## config.mk

```make
export PLATFORM = sky130hd
export DESIGN_NAME = port_statistics_record_parser_core
export DESIGN_NICKNAME = d
export VERILOG_FILES = /design/src/rtl/psrp_pkg.sv /design/src/rtl/psrp_front.sv /design/src/rtl/psrp_queue.sv /design/src/rtl/psrp_back.sv /design/src/rtl/port_statistics_record_parser_core.sv
export SDC_FILE = /design/constraint.sdc
export NUM_CORES = 1
export LEC_CHECK = 0
export BUFFER_PORTS_ARGS = -buffer_cell sky130_fd_sc_hd__buf_2
export CORE_UTILIZATION = 45
export DETAILED_ROUTE_END_ITERATION = 10
export SYNTH_ARGS = -nofsm -noshare
export SYNTH_HDL_FRONTEND = slang
export SYNTH_SLANG_ARGS = --single-unit
```

## constraint.sdc

```tcl
create_clock -name i_clk -period 6.79 [get_ports i_clk]
set_input_delay 0.3395 -clock i_clk [delete_from_list [all_inputs] [get_ports i_clk]]
set_output_delay 0.3395 -clock i_clk [all_outputs]
set_load 0.02 [all_outputs]
```

## src/rtl/psrp_pkg.sv

```systemverilog
// ----------------------------------------------------------------------------
// Port statistics record parser: shared package
// Types and constants used by the front, the record queue and the back end.
// ----------------------------------------------------------------------------
package psrp_pkg;

    // Port limit built into the block; the register can only lower it
    localparam int MAX_PORTS = 16;
    localparam logic [4:0] PORT_CAP = 5'((MAX_PORTS < 16) ? MAX_PORTS : 16);
    localparam logic [4:0] MAX_PORTS_RESET = 5'd16;

    // Byte codes
    localparam logic [7:0] SKIP_BYTE   = 8'h00;
    localparam logic [7:0] NO_PROTOCOL = 8'hFF;

    // Byte positions inside one 8-byte port record
    localparam logic [2:0] POS_PROTOCOL    = 3'd0;
    localparam logic [2:0] POS_CURRENT     = 3'd1;
    localparam logic [2:0] POS_VOLTAGE     = 3'd2;
    localparam logic [2:0] POS_TEMPERATURE = 3'd3;
    localparam logic [2:0] POS_LAST        = 3'd7;

    // Record queue between front and back
    localparam int QUEUE_DEPTH = 2;
    localparam int QUEUE_AW    = 1;
    localparam int QUEUE_CW    = 2;

    // One complete port record, as handed from front to back
    typedef struct packed {
        logic [3:0] port_number;
        logic [7:0] protocol_code;
        logic [7:0] current_32nds;
        logic [7:0] voltage_8ths;
        logic [7:0] temperature;
    } t_record;

endpackage

```

## src/rtl/psrp_front.sv

```systemverilog
// ----------------------------------------------------------------------------
// Port statistics record parser: front
// Accepts payload bytes, skips a leading zero byte, assembles 8-byte records
// and pushes each reportable record into the queue. Holds the port limit.
// ----------------------------------------------------------------------------
module psrp_front (
    input  logic               i_clk,
    input  logic               i_rst_n,
    input  logic               i_in_valid,
    output logic               o_in_ready,
    input  logic [7:0]         i_payload_byte,
    input  logic               i_last_byte,
    input  logic               i_cfg_valid,
    output logic               o_cfg_ready,
    input  logic [4:0]         i_cfg_data,
    output logic               o_push,
    output psrp_pkg::t_record  o_rec,
    input  logic               i_q_full
);

    logic       r_at_start,  n_at_start;
    logic [2:0] r_pos,       n_pos;
    logic [4:0] r_emitted,   n_emitted;
    logic [4:0] r_max_ports;
    logic [7:0] r_protocol,  n_protocol;
    logic [7:0] r_current,   n_current;
    logic [7:0] r_voltage,   n_voltage;
    logic [7:0] r_temp,      n_temp;

    logic       accept;
    logic       skip;
    logic [4:0] limit;

    // Accept whenever the queue has room for a possible record
    assign o_in_ready  = !i_q_full;
    assign o_cfg_ready = 1'b1;
    assign accept      = i_in_valid && o_in_ready;
    assign skip        = r_at_start && (i_payload_byte == psrp_pkg::SKIP_BYTE);
    assign limit       = (r_max_ports < psrp_pkg::PORT_CAP) ? r_max_ports
                                                            : psrp_pkg::PORT_CAP;

    // Push a record on its eighth byte while under the port limit
    assign o_push = accept && !skip && (r_pos == psrp_pkg::POS_LAST) && (r_emitted < limit);
    assign o_rec.port_number   = r_emitted[3:0];
    assign o_rec.protocol_code = r_protocol;
    assign o_rec.current_32nds = r_current;
    assign o_rec.voltage_8ths  = r_voltage;
    assign o_rec.temperature   = r_temp;

    // Next state of the record assembler
    always_comb begin
        n_at_start = r_at_start;
        n_pos      = r_pos;
        n_emitted  = r_emitted;
        n_protocol = r_protocol;
        n_current  = r_current;
        n_voltage  = r_voltage;
        n_temp     = r_temp;
        if (accept) begin
            n_at_start = 1'b0;
            if (!skip) begin
                unique case (r_pos)
                    psrp_pkg::POS_PROTOCOL:    n_protocol = i_payload_byte;
                    psrp_pkg::POS_CURRENT:     n_current  = i_payload_byte;
                    psrp_pkg::POS_VOLTAGE:     n_voltage  = i_payload_byte;
                    psrp_pkg::POS_TEMPERATURE: n_temp     = i_payload_byte;
                    default:                   ;
                endcase
                if (r_pos == psrp_pkg::POS_LAST) begin
                    n_pos = 3'd0;
                    if (o_push) begin
                        n_emitted = r_emitted + 5'd1;
                    end
                end else begin
                    n_pos = r_pos + 3'd1;
                end
            end
            // Return to the start after the final byte
            if (i_last_byte) begin
                n_at_start = 1'b1;
                n_pos      = 3'd0;
                n_emitted  = 5'd0;
            end
        end
    end

    // Control state and port limit
    always_ff @(posedge i_clk) begin
        if (!i_rst_n) begin
            r_at_start  <= 1'b1;
            r_pos       <= 3'd0;
            r_emitted   <= 5'd0;
            r_max_ports <= psrp_pkg::MAX_PORTS_RESET;
        end else begin
            r_at_start <= n_at_start;
            r_pos      <= n_pos;
            r_emitted  <= n_emitted;
            if (i_cfg_valid && o_cfg_ready) begin
                r_max_ports <= i_cfg_data;
            end
        end
    end

    // Held record bytes
    always_ff @(posedge i_clk) begin
        r_protocol <= n_protocol;
        r_current  <= n_current;
        r_voltage  <= n_voltage;
        r_temp     <= n_temp;
    end

`ifndef SYNTH
    a_restart_after_last: assert property (@(posedge i_clk) disable iff (!i_rst_n)
        accept && i_last_byte |=> r_at_start && (r_pos == 3'd0) && (r_emitted == 5'd0))
        else $error("front did not return to payload start after final byte");
    a_emitted_capped: assert property (@(posedge i_clk) disable iff (!i_rst_n)
        r_emitted <= psrp_pkg::PORT_CAP)
        else $error("port count exceeded the built-in cap");
`endif

endmodule

```

## src/rtl/psrp_queue.sv

```systemverilog
// ----------------------------------------------------------------------------
// Port statistics record parser: record queue
// Two-entry FIFO of complete records between the front and the back end.
// ----------------------------------------------------------------------------
module psrp_queue (
    input  logic               i_clk,
    input  logic               i_rst_n,
    input  logic               i_push,
    input  psrp_pkg::t_record  i_rec,
    output logic               o_full,
    input  logic               i_pop,
    output logic               o_valid,
    output psrp_pkg::t_record  o_rec
);

    psrp_pkg::t_record r_mem [psrp_pkg::QUEUE_DEPTH];
    logic [psrp_pkg::QUEUE_AW-1:0] r_wr_ptr;
    logic [psrp_pkg::QUEUE_AW-1:0] r_rd_ptr;
    logic [psrp_pkg::QUEUE_CW-1:0] r_count, n_count;

    assign o_full  = (r_count == psrp_pkg::QUEUE_CW'(psrp_pkg::QUEUE_DEPTH));
    assign o_valid = (r_count != '0);
    assign o_rec   = r_mem[r_rd_ptr];

    // Track occupancy
    always_comb begin
        n_count = r_count;
        case ({i_push, i_pop})
            2'b10:   n_count = r_count + psrp_pkg::QUEUE_CW'(1);
            2'b01:   n_count = r_count - psrp_pkg::QUEUE_CW'(1);
            default: ;
        endcase
    end

    // Advance pointers
    always_ff @(posedge i_clk) begin
        if (!i_rst_n) begin
            r_wr_ptr <= '0;
            r_rd_ptr <= '0;
            r_count  <= '0;
        end else begin
            r_count <= n_count;
            if (i_push) begin
                r_wr_ptr <= r_wr_ptr + psrp_pkg::QUEUE_AW'(1);
            end
            if (i_pop) begin
                r_rd_ptr <= r_rd_ptr + psrp_pkg::QUEUE_AW'(1);
            end
        end
    end

    // Store entries
    always_ff @(posedge i_clk) begin
        if (i_push) begin
            r_mem[r_wr_ptr] <= i_rec;
        end
    end

`ifndef SYNTH
    a_no_overflow: assert property (@(posedge i_clk) disable iff (!i_rst_n)
        !(i_push && o_full))
        else $error("record queue written while full");
    a_no_underflow: assert property (@(posedge i_clk) disable iff (!i_rst_n)
        i_pop |-> o_valid)
        else $error("record queue read while empty");
`endif

endmodule

```

## src/rtl/psrp_back.sv

```systemverilog
// ----------------------------------------------------------------------------
// Port statistics record parser: back end
// Takes records from the queue, computes power and status flags and holds
// the finished result in the output register until it is taken.
// ----------------------------------------------------------------------------
module psrp_back (
    input  logic               i_clk,
    input  logic               i_rst_n,
    input  logic               i_q_valid,
    input  psrp_pkg::t_record  i_rec,
    output logic               o_pop,
    output logic               o_out_valid,
    input  logic               i_out_ready,
    output logic [3:0]         o_port_number,
    output logic [7:0]         o_protocol_code,
    output logic [7:0]         o_current_32nds,
    output logic [7:0]         o_voltage_8ths,
    output logic [15:0]        o_power_256ths,
    output logic signed [7:0]  o_temperature,
    output logic               o_charging,
    output logic               o_enabled
);

    logic        r_valid;
    logic [3:0]  r_port;
    logic [7:0]  r_protocol;
    logic [7:0]  r_current;
    logic [7:0]  r_voltage;
    logic [15:0] r_power;
    logic [7:0]  r_temp;
    logic        r_charging;
    logic        r_enabled;

    // Load a new record when the output register is free or being drained
    assign o_pop = i_q_valid && (!r_valid || i_out_ready);

    always_ff @(posedge i_clk) begin
        if (!i_rst_n) begin
            r_valid <= 1'b0;
        end else if (o_pop) begin
            r_valid <= 1'b1;
        end else if (i_out_ready) begin
            r_valid <= 1'b0;
        end
    end

    // Compute the result fields
    always_ff @(posedge i_clk) begin
        if (o_pop) begin
            r_port     <= i_rec.port_number;
            r_protocol <= i_rec.protocol_code;
            r_current  <= i_rec.current_32nds;
            r_voltage  <= i_rec.voltage_8ths;
            r_power    <= 16'(i_rec.voltage_8ths) * 16'(i_rec.current_32nds);
            r_temp     <= i_rec.temperature;
            r_charging <= (i_rec.current_32nds != 8'd0);
            r_enabled  <= (i_rec.protocol_code != psrp_pkg::NO_PROTOCOL)
                       || (i_rec.voltage_8ths != 8'd0)
                       || (i_rec.current_32nds != 8'd0);
        end
    end

    assign o_out_valid     = r_valid;
    assign o_port_number   = r_port;
    assign o_protocol_code = r_protocol;
    assign o_current_32nds = r_current;
    assign o_voltage_8ths  = r_voltage;
    assign o_power_256ths  = r_power;
    assign o_temperature   = $signed(r_temp);
    assign o_charging      = r_charging;
    assign o_enabled       = r_enabled;

`ifndef SYNTH
    a_fill_when_free: assert property (@(posedge i_clk) disable iff (!i_rst_n)
        i_q_valid && !r_valid |=> r_valid)
        else $error("back end left a queued record waiting with an empty output");
`endif

endmodule

```

## src/rtl/port_statistics_record_parser_core.sv

```systemverilog
// ----------------------------------------------------------------------------
// Port statistics record parser core
// Turns a byte stream of power-statistics payloads into one result per port.
// ----------------------------------------------------------------------------
// Usage:
//   Input channel (i_in_valid / o_in_ready) takes one payload byte per
//   transaction, with i_last_byte set on the final byte of a payload. A
//   leading 0x00 byte is skipped; the rest is cut into 8-byte port records.
//   Output channel (o_out_valid / i_out_ready) delivers one transaction per
//   complete record while the per-payload port count is below the limit.
//   Configuration channel (i_cfg_valid / o_cfg_ready, always ready) writes
//   the port limit; write it only while the block is idle.
//   Throughput: one byte per cycle sustained while o_in_ready is high. A
//   result passes from the front through the record queue into the output
//   register. The two-entry record queue sets how long the front keeps
//   accepting bytes while the receiver stalls; with the queue full,
//   o_in_ready drops until the back end drains a record.
//   Reset: synchronous, active low; the port limit returns to 16, the
//   parser returns to payload start and queue and output register empty.
// ----------------------------------------------------------------------------
module port_statistics_record_parser_core (
    input  logic              i_clk,
    input  logic              i_rst_n,
    input  logic              i_in_valid,
    output logic              o_in_ready,
    input  logic [7:0]        i_payload_byte,
    input  logic              i_last_byte,
    input  logic              i_cfg_valid,
    output logic              o_cfg_ready,
    input  logic [4:0]        i_cfg_data,
    output logic              o_out_valid,
    input  logic              i_out_ready,
    output logic [3:0]        o_port_number,
    output logic [7:0]        o_protocol_code,
    output logic [7:0]        o_current_32nds,
    output logic [7:0]        o_voltage_8ths,
    output logic [15:0]       o_power_256ths,
    output logic signed [7:0] o_temperature,
    output logic              o_charging,
    output logic              o_enabled
);

    logic              push;
    logic              q_full;
    logic              q_valid;
    logic              pop;
    psrp_pkg::t_record push_rec;
    psrp_pkg::t_record pop_rec;

    // Assemble records
    psrp_front u_front (
        .i_clk          (i_clk),
        .i_rst_n        (i_rst_n),
        .i_in_valid     (i_in_valid),
        .o_in_ready     (o_in_ready),
        .i_payload_byte (i_payload_byte),
        .i_last_byte    (i_last_byte),
        .i_cfg_valid    (i_cfg_valid),
        .o_cfg_ready    (o_cfg_ready),
        .i_cfg_data     (i_cfg_data),
        .o_push         (push),
        .o_rec          (push_rec),
        .i_q_full       (q_full)
    );

    // Decouple front and back
    psrp_queue u_queue (
        .i_clk   (i_clk),
        .i_rst_n (i_rst_n),
        .i_push  (push),
        .i_rec   (push_rec),
        .o_full  (q_full),
        .i_pop   (pop),
        .o_valid (q_valid),
        .o_rec   (pop_rec)
    );

    // Compute and deliver results
    psrp_back u_back (
        .i_clk           (i_clk),
        .i_rst_n         (i_rst_n),
        .i_q_valid       (q_valid),
        .i_rec           (pop_rec),
        .o_pop           (pop),
        .o_out_valid     (o_out_valid),
        .i_out_ready     (i_out_ready),
        .o_port_number   (o_port_number),
        .o_protocol_code (o_protocol_code),
        .o_current_32nds (o_current_32nds),
        .o_voltage_8ths  (o_voltage_8ths),
        .o_power_256ths  (o_power_256ths),
        .o_temperature   (o_temperature),
        .o_charging      (o_charging),
        .o_enabled       (o_enabled)
    );

endmodule

```

# --- Yosys cells after proc, flatten, opt, wreduce, memory -nomap -nowiden ---
# Memories as Yosys holds them, arrays and structs flattened. A register that Yosys moved wholly into a read port is not among the register bits.
# Index checks and enable logic that the tools add are counted.
totals:
  memories: 1
  inputBits: 19
  ramBits: 72
  regBits: 105
memory_table:
  columns: ["name", "depth", "word_bits", "read_ports", "rd_clocked_by_memory_dff", "write_ports", "line", "rtl"]
  rows:
  - ["u_queue.r_mem", 2, 36, 1, 1, 1, "psrp_queue.sv:16", "psrp_pkg::t_record r_mem [psrp_pkg::QUEUE_DEPTH];"]
classes:
  mul: 1
  n_lt_le_gt_ge: 2
  n_addsub: 6
  mux: 16
  n_bitwise: 1
  n_eq_ne: 9
  n_reduce_logical: 27
op_table:
  columns: ["cell", "count"]
  rows:
  - ["$mux W5", 5]
  - ["$mul A8 B8 Y16", 1]
  - ["$reduce_bool A8 Y1", 2]
  - ["$reduce_and A3 Y1", 4]
  - ["$reduce_bool A2 Y1", 5]
  - ["$mux W3", 3]
  - ["$logic_not A8 Y1", 1]
  - ["$ne A8 B8 Y1 const B", 1]
  - ["$mux W1", 7]
  - ["$eq A3 B2 Y1 const B", 2]
  - ["$logic_and A1 B1 Y1", 6]
  - ["$add A5 B1 Y5 const B", 1]
  - ["$lt A5 B5 Y1", 1]
  - ["$lt A5 B5 Y1 const B", 1]
  - ["$eq A2 B2 Y1 const B", 2]
  - ["$pmux W2 S2", 1]
  - ["$reduce_and A4 Y1", 1]
  - ["$add A3 B1 Y3 const B", 1]
  - ["$eq A3 B1 Y1 const B", 1]
  - ["$eq A3 B3 Y1 const B", 1]
  - ["$logic_not A1 Y1", 3]
  - ["$logic_not A3 Y1", 1]
  - ["$logic_or A1 B1 Y1", 3]
  - ["$add A1 B1 Y1 const B", 2]
  - ["6 further kinds", 6]

# --- Depth between registers and ports, before layout ---
logic_depth:
  word_depth: 10
  mapped_depth: 19

# --- By module ---
# Synthesis repeated with hierarchy kept, for this count alone.
hier_totals:
  cells_unflattened: 602
  hier_area_um2: 8627.0
modules_own_cells:
  columns: ["mod", "cells_each", "instances", "area_each_um2", "seq_area_each_um2"]
  rows:
  - ["psrp_back", 327, 1, 3922.5, 1641.6]
  - ["psrp_queue", 134, 1, 2808.9, 2262.2]
  - ["psrp_front", 141, 1, 1895.6, 1241.2]

# --- Least setup slack after synthesis ---
# OpenSTA, ideal clock, no wires.
synth_timing:
  kind: "register to register"
  from: "register (tool-made name)"
  to: "register u_back.r_power[14], in the netlist u_back.o_power_256ths[14] (data pin)"
  slack_ns: 1.462
  t_arrival_ns: 5.069
  stages_incl_launch_ff: 18
  setup_time_ns: 0.259
  path_cell_list: "dfxtp_1 buf_2 buf_2 buf_2 mux2i_1 nor2_1 fa_1 fa_1 fa_1 inv_1 fa_1 inv_1 ha_1 or3_4 a211o_1 a21o_1 a221o_1 xor2_1"
synth_lines:
  columns: ["item", "line", "rtl"]
  rows:
  - ["end signal, assigned", "psrp_back.sv:54", "r_power <= 16'(i_rec.voltage_8ths) * 16'(i_rec.current_32nds);"]
  - ["end, declared", "psrp_back.sv:29", "logic [15:0] r_power;"]

==> metrics.cfg <==
[outcome]
status=complete, but fails checks
violations=design-rule violations

[route]
wl_per_cell_um=16.7
first_iter_violations=302
vias=4946
antenna_left=0
drc_errors=1
finalWirelength_um=15900
first_pass_iters=9
vias_per_cell=5.19

[floorplanning]
fp-row-count=49
io_pins=76
core_area_mm2=0.0181
start_util_pct=46.5
die_width_um=139
dieArea_mm2=0.0193
die_y_um=139

[setup_path]
cp_slowest_cell=dfxtp_2
ff2ff_path_depth=15
start_kind=flip-flop
r2r_slack_ns=0.56
cp_max_fo=40
cpPeakStageDelay_ns=1.05
crit_cells=15
endpoint_kind=flip-flop
path_cells=mux2i_1, inv_1, nand2_1, fa_1, fa_1, inv_1, fa_1, inv_1, fa_1, inv_1, ha_1, and3_1, a221oi_1, o21ai_0, xor2_1
worstSetupEndpoint=u_back.o_power_256ths[11]
r2r_end=u_back.o_power_256ths[11]
worstPathArrival_ns=6.41
path_buf_inv=4
cp_data_required_time_ns=6.97
path_class=reg -> reg
cp_top_family=adder cells

[clock_network]
cts-buffers-inserted=17
ctsResizeCount=0
htree_levels=4
root_buffer=clkbuf_16
cts_num_sinks=178
cts_tree=done
post-cts-setup-buffers=0
clock_path_buffers=2
ctsHoldBuffers=0
clk_latency_ns=0.44
cts.clk_slew.worst_paths_ns=0.07

[flow_run]
cap_violations=0

[synth]
muxShareOfSynthArea_pct=5.13
async_flop_share_pct=0
netlist_area_mm2=0.00843
syn-num-nets=715
ys_ff_latch=178
yosysWarnings=0
synth_simple_gate_area_share_pct=8.92
synth_top_family_by_area=adder cells
syn_inst=612
synthFlopType=edfxtp_1
synth_edf_count=158
avgSynthCellArea_um2=13.8
synth-compound-area-share_pct=3.92
synth_xor_area_share_pct=1.45
ys_types=50
yosys.area_share.adder_pct=15.7
synth.yosys.seq_area_share_pct=61.0

[global_route]
grt_pass1_vias=5145
antenna_found_initial=0
grt_overflow=0
track_usage_pct=17.7
grt_pass1_wl_um=26000
grt_max_degree=56

[timing]
drv_slew=0
finalClockSkew_ns=0.0176
rsz0062_at_grt=false
relSlewSlack_pct=27.1
worst_pin_slew_ns=1.09
setup_tns_ns=0
period_share_pct=91.8
period_needed_ns=6.23
setup_viol=0
max_freq_mhz=160
finalHoldViolCount=0
setup_slack_ns=0.559

[power]
peakVddDrop_v=0.000226
power_leakage_nw=3.87
power_mw=4.03
power.density_mw_per_mm2=415

[finish]
synthToLayoutAreaGrowth_pct=15.2
mostFrequentLayoutCells=edfxtp_1 (158), nor2_1 (82), inv_1 (74), buf_2 (74), ha_1 (48)
fin_util_pct=53.5
antenna_cells=0
finalNetCount=814
drive_above_1_share_pct=20.7
mostFrequentLayoutCell=edfxtp_1
nFillCells=1534
final_area_mm2=0.00971

[placement]
gp_congestion=0.845
portBuffers=74
post-place-ws_ns=0.543
dp_hpwl_um=11300
placed_area_mm2=0.00916

[worst_hold_path]
hold_class=in -> reg
hold_start=i_cfg_data[4]

-- cell type report --
cell class	count	area, um2	area share, %
Sequential cell	178	5150	53.0
Multi-Input combinational cell	352	2970	30.6
Timing Repair Buffer	88	475	4.90
Clock buffer	19	443	4.56
Tap cell	229	287	2.95
Inverter	74	278	2.86
Clock inverter	13	109	1.12
-- how the worst min path moves through the flow --
stage,to,slack (ns),cells after the start
finish,u_front.r_max_ports[4],0.13,3
global placement,u_queue.r_mem[0][30],0.42,0
detailed placement,u_queue.r_mem[1][13],0.43,0
global route,u_front.r_max_ports[4],0.15,3
floorplan,u_front.r_at_start,0.41,1
CTS,u_front.r_max_ports[4],0.12,3
-- sequential cells by signal, indices dropped and copies added, names as in the netlist, 8 cells and up, named ones only --
register and cells:
u_front.r_current 8, u_queue.r_mem 72, u_front.r_protocol 8, u_back.o_power_256ths 16, u_front.r_temp 8, u_back.o_temperature 8, u_back.o_protocol_code 8, u_back.o_voltage_8ths 8
u_back.o_current_32nds 8, u_front.r_voltage 8
-- cells by family (layout without fill, tap and decap cells) --
family | Yosys count | count (layout)
xor+xnor | 14 | 14
mux | 40 | 40
fa+ha+maj | 84 | 84
other cells | 1 | 1
flops | 178 | 178
buf+inv | 82 | 194
compound gates | 47 | 47
simple gates | 166 | 166
-- report_power, final --
part           total (mW)  internal, mW  switching (mW)
clock               0.905         0.484           0.421
combinational        1.69         0.730           0.962
sequential           1.43          1.38          0.0525
total                4.03          2.59            1.44
-- tightest hold or removal path, stage by stage --
cell      delay (ns)
buf_2           0.07
nand2_1         0.05
o211ai_1        0.07
-- cell usage after synthesis, types with 3 or more instances --
cell | count | share of area [%]
mux2i_1 | 18 | 2.1
xor2_1 | 4 | 0.42
edfxtp_1 | 158 | 56
o21ai_0 | 8 | 0.47
and2_1 | 4 | 0.30
inv_1 | 74 | 3.3
mux2_2 | 20 | 2.7
nand3_1 | 10 | 0.59
o21a_1 | 3 | 0.27
dfxtp_1 | 20 | 4.7
a21o_1 | 5 | 0.45
a21oi_1 | 11 | 0.65
nor2_1 | 84 | 3.7
o211ai_1 | 3 | 0.27
buf_2 | 4 | 0.24
xnor2_1 | 10 | 1.0
and3_1 | 4 | 0.30
nor3_1 | 7 | 0.42
nor4_1 | 4 | 0.30
nand2b_1 | 4 | 0.30
ha_1 | 48 | 7.1
or3_1 | 3 | 0.22
nand4_1 | 7 | 0.52
nand2_1 | 30 | 1.3
fa_1 | 36 | 8.5
-- layer usage --
| metal | GRT usage [%] | share of wire, % |
|---|---|---|
| met1 | 21.6 | 44 |
| met2 | 30.6 | 51 |
| met3 | 4.32 | 4.3 |
| met4 | 6.37 | 1.5 |
| met5 | 0 | 0 |
-- per-stage QoR --
stage | cells | hold slack [ns]
floorplan | 612 | 0.411
global placement | 921 | 0.423
detailed placement | 921 | 0.431
CTS | 953 | 0.124
global route | 953 | 0.147
finish | 953 | 0.129
(Power assumes the default switching activity.)
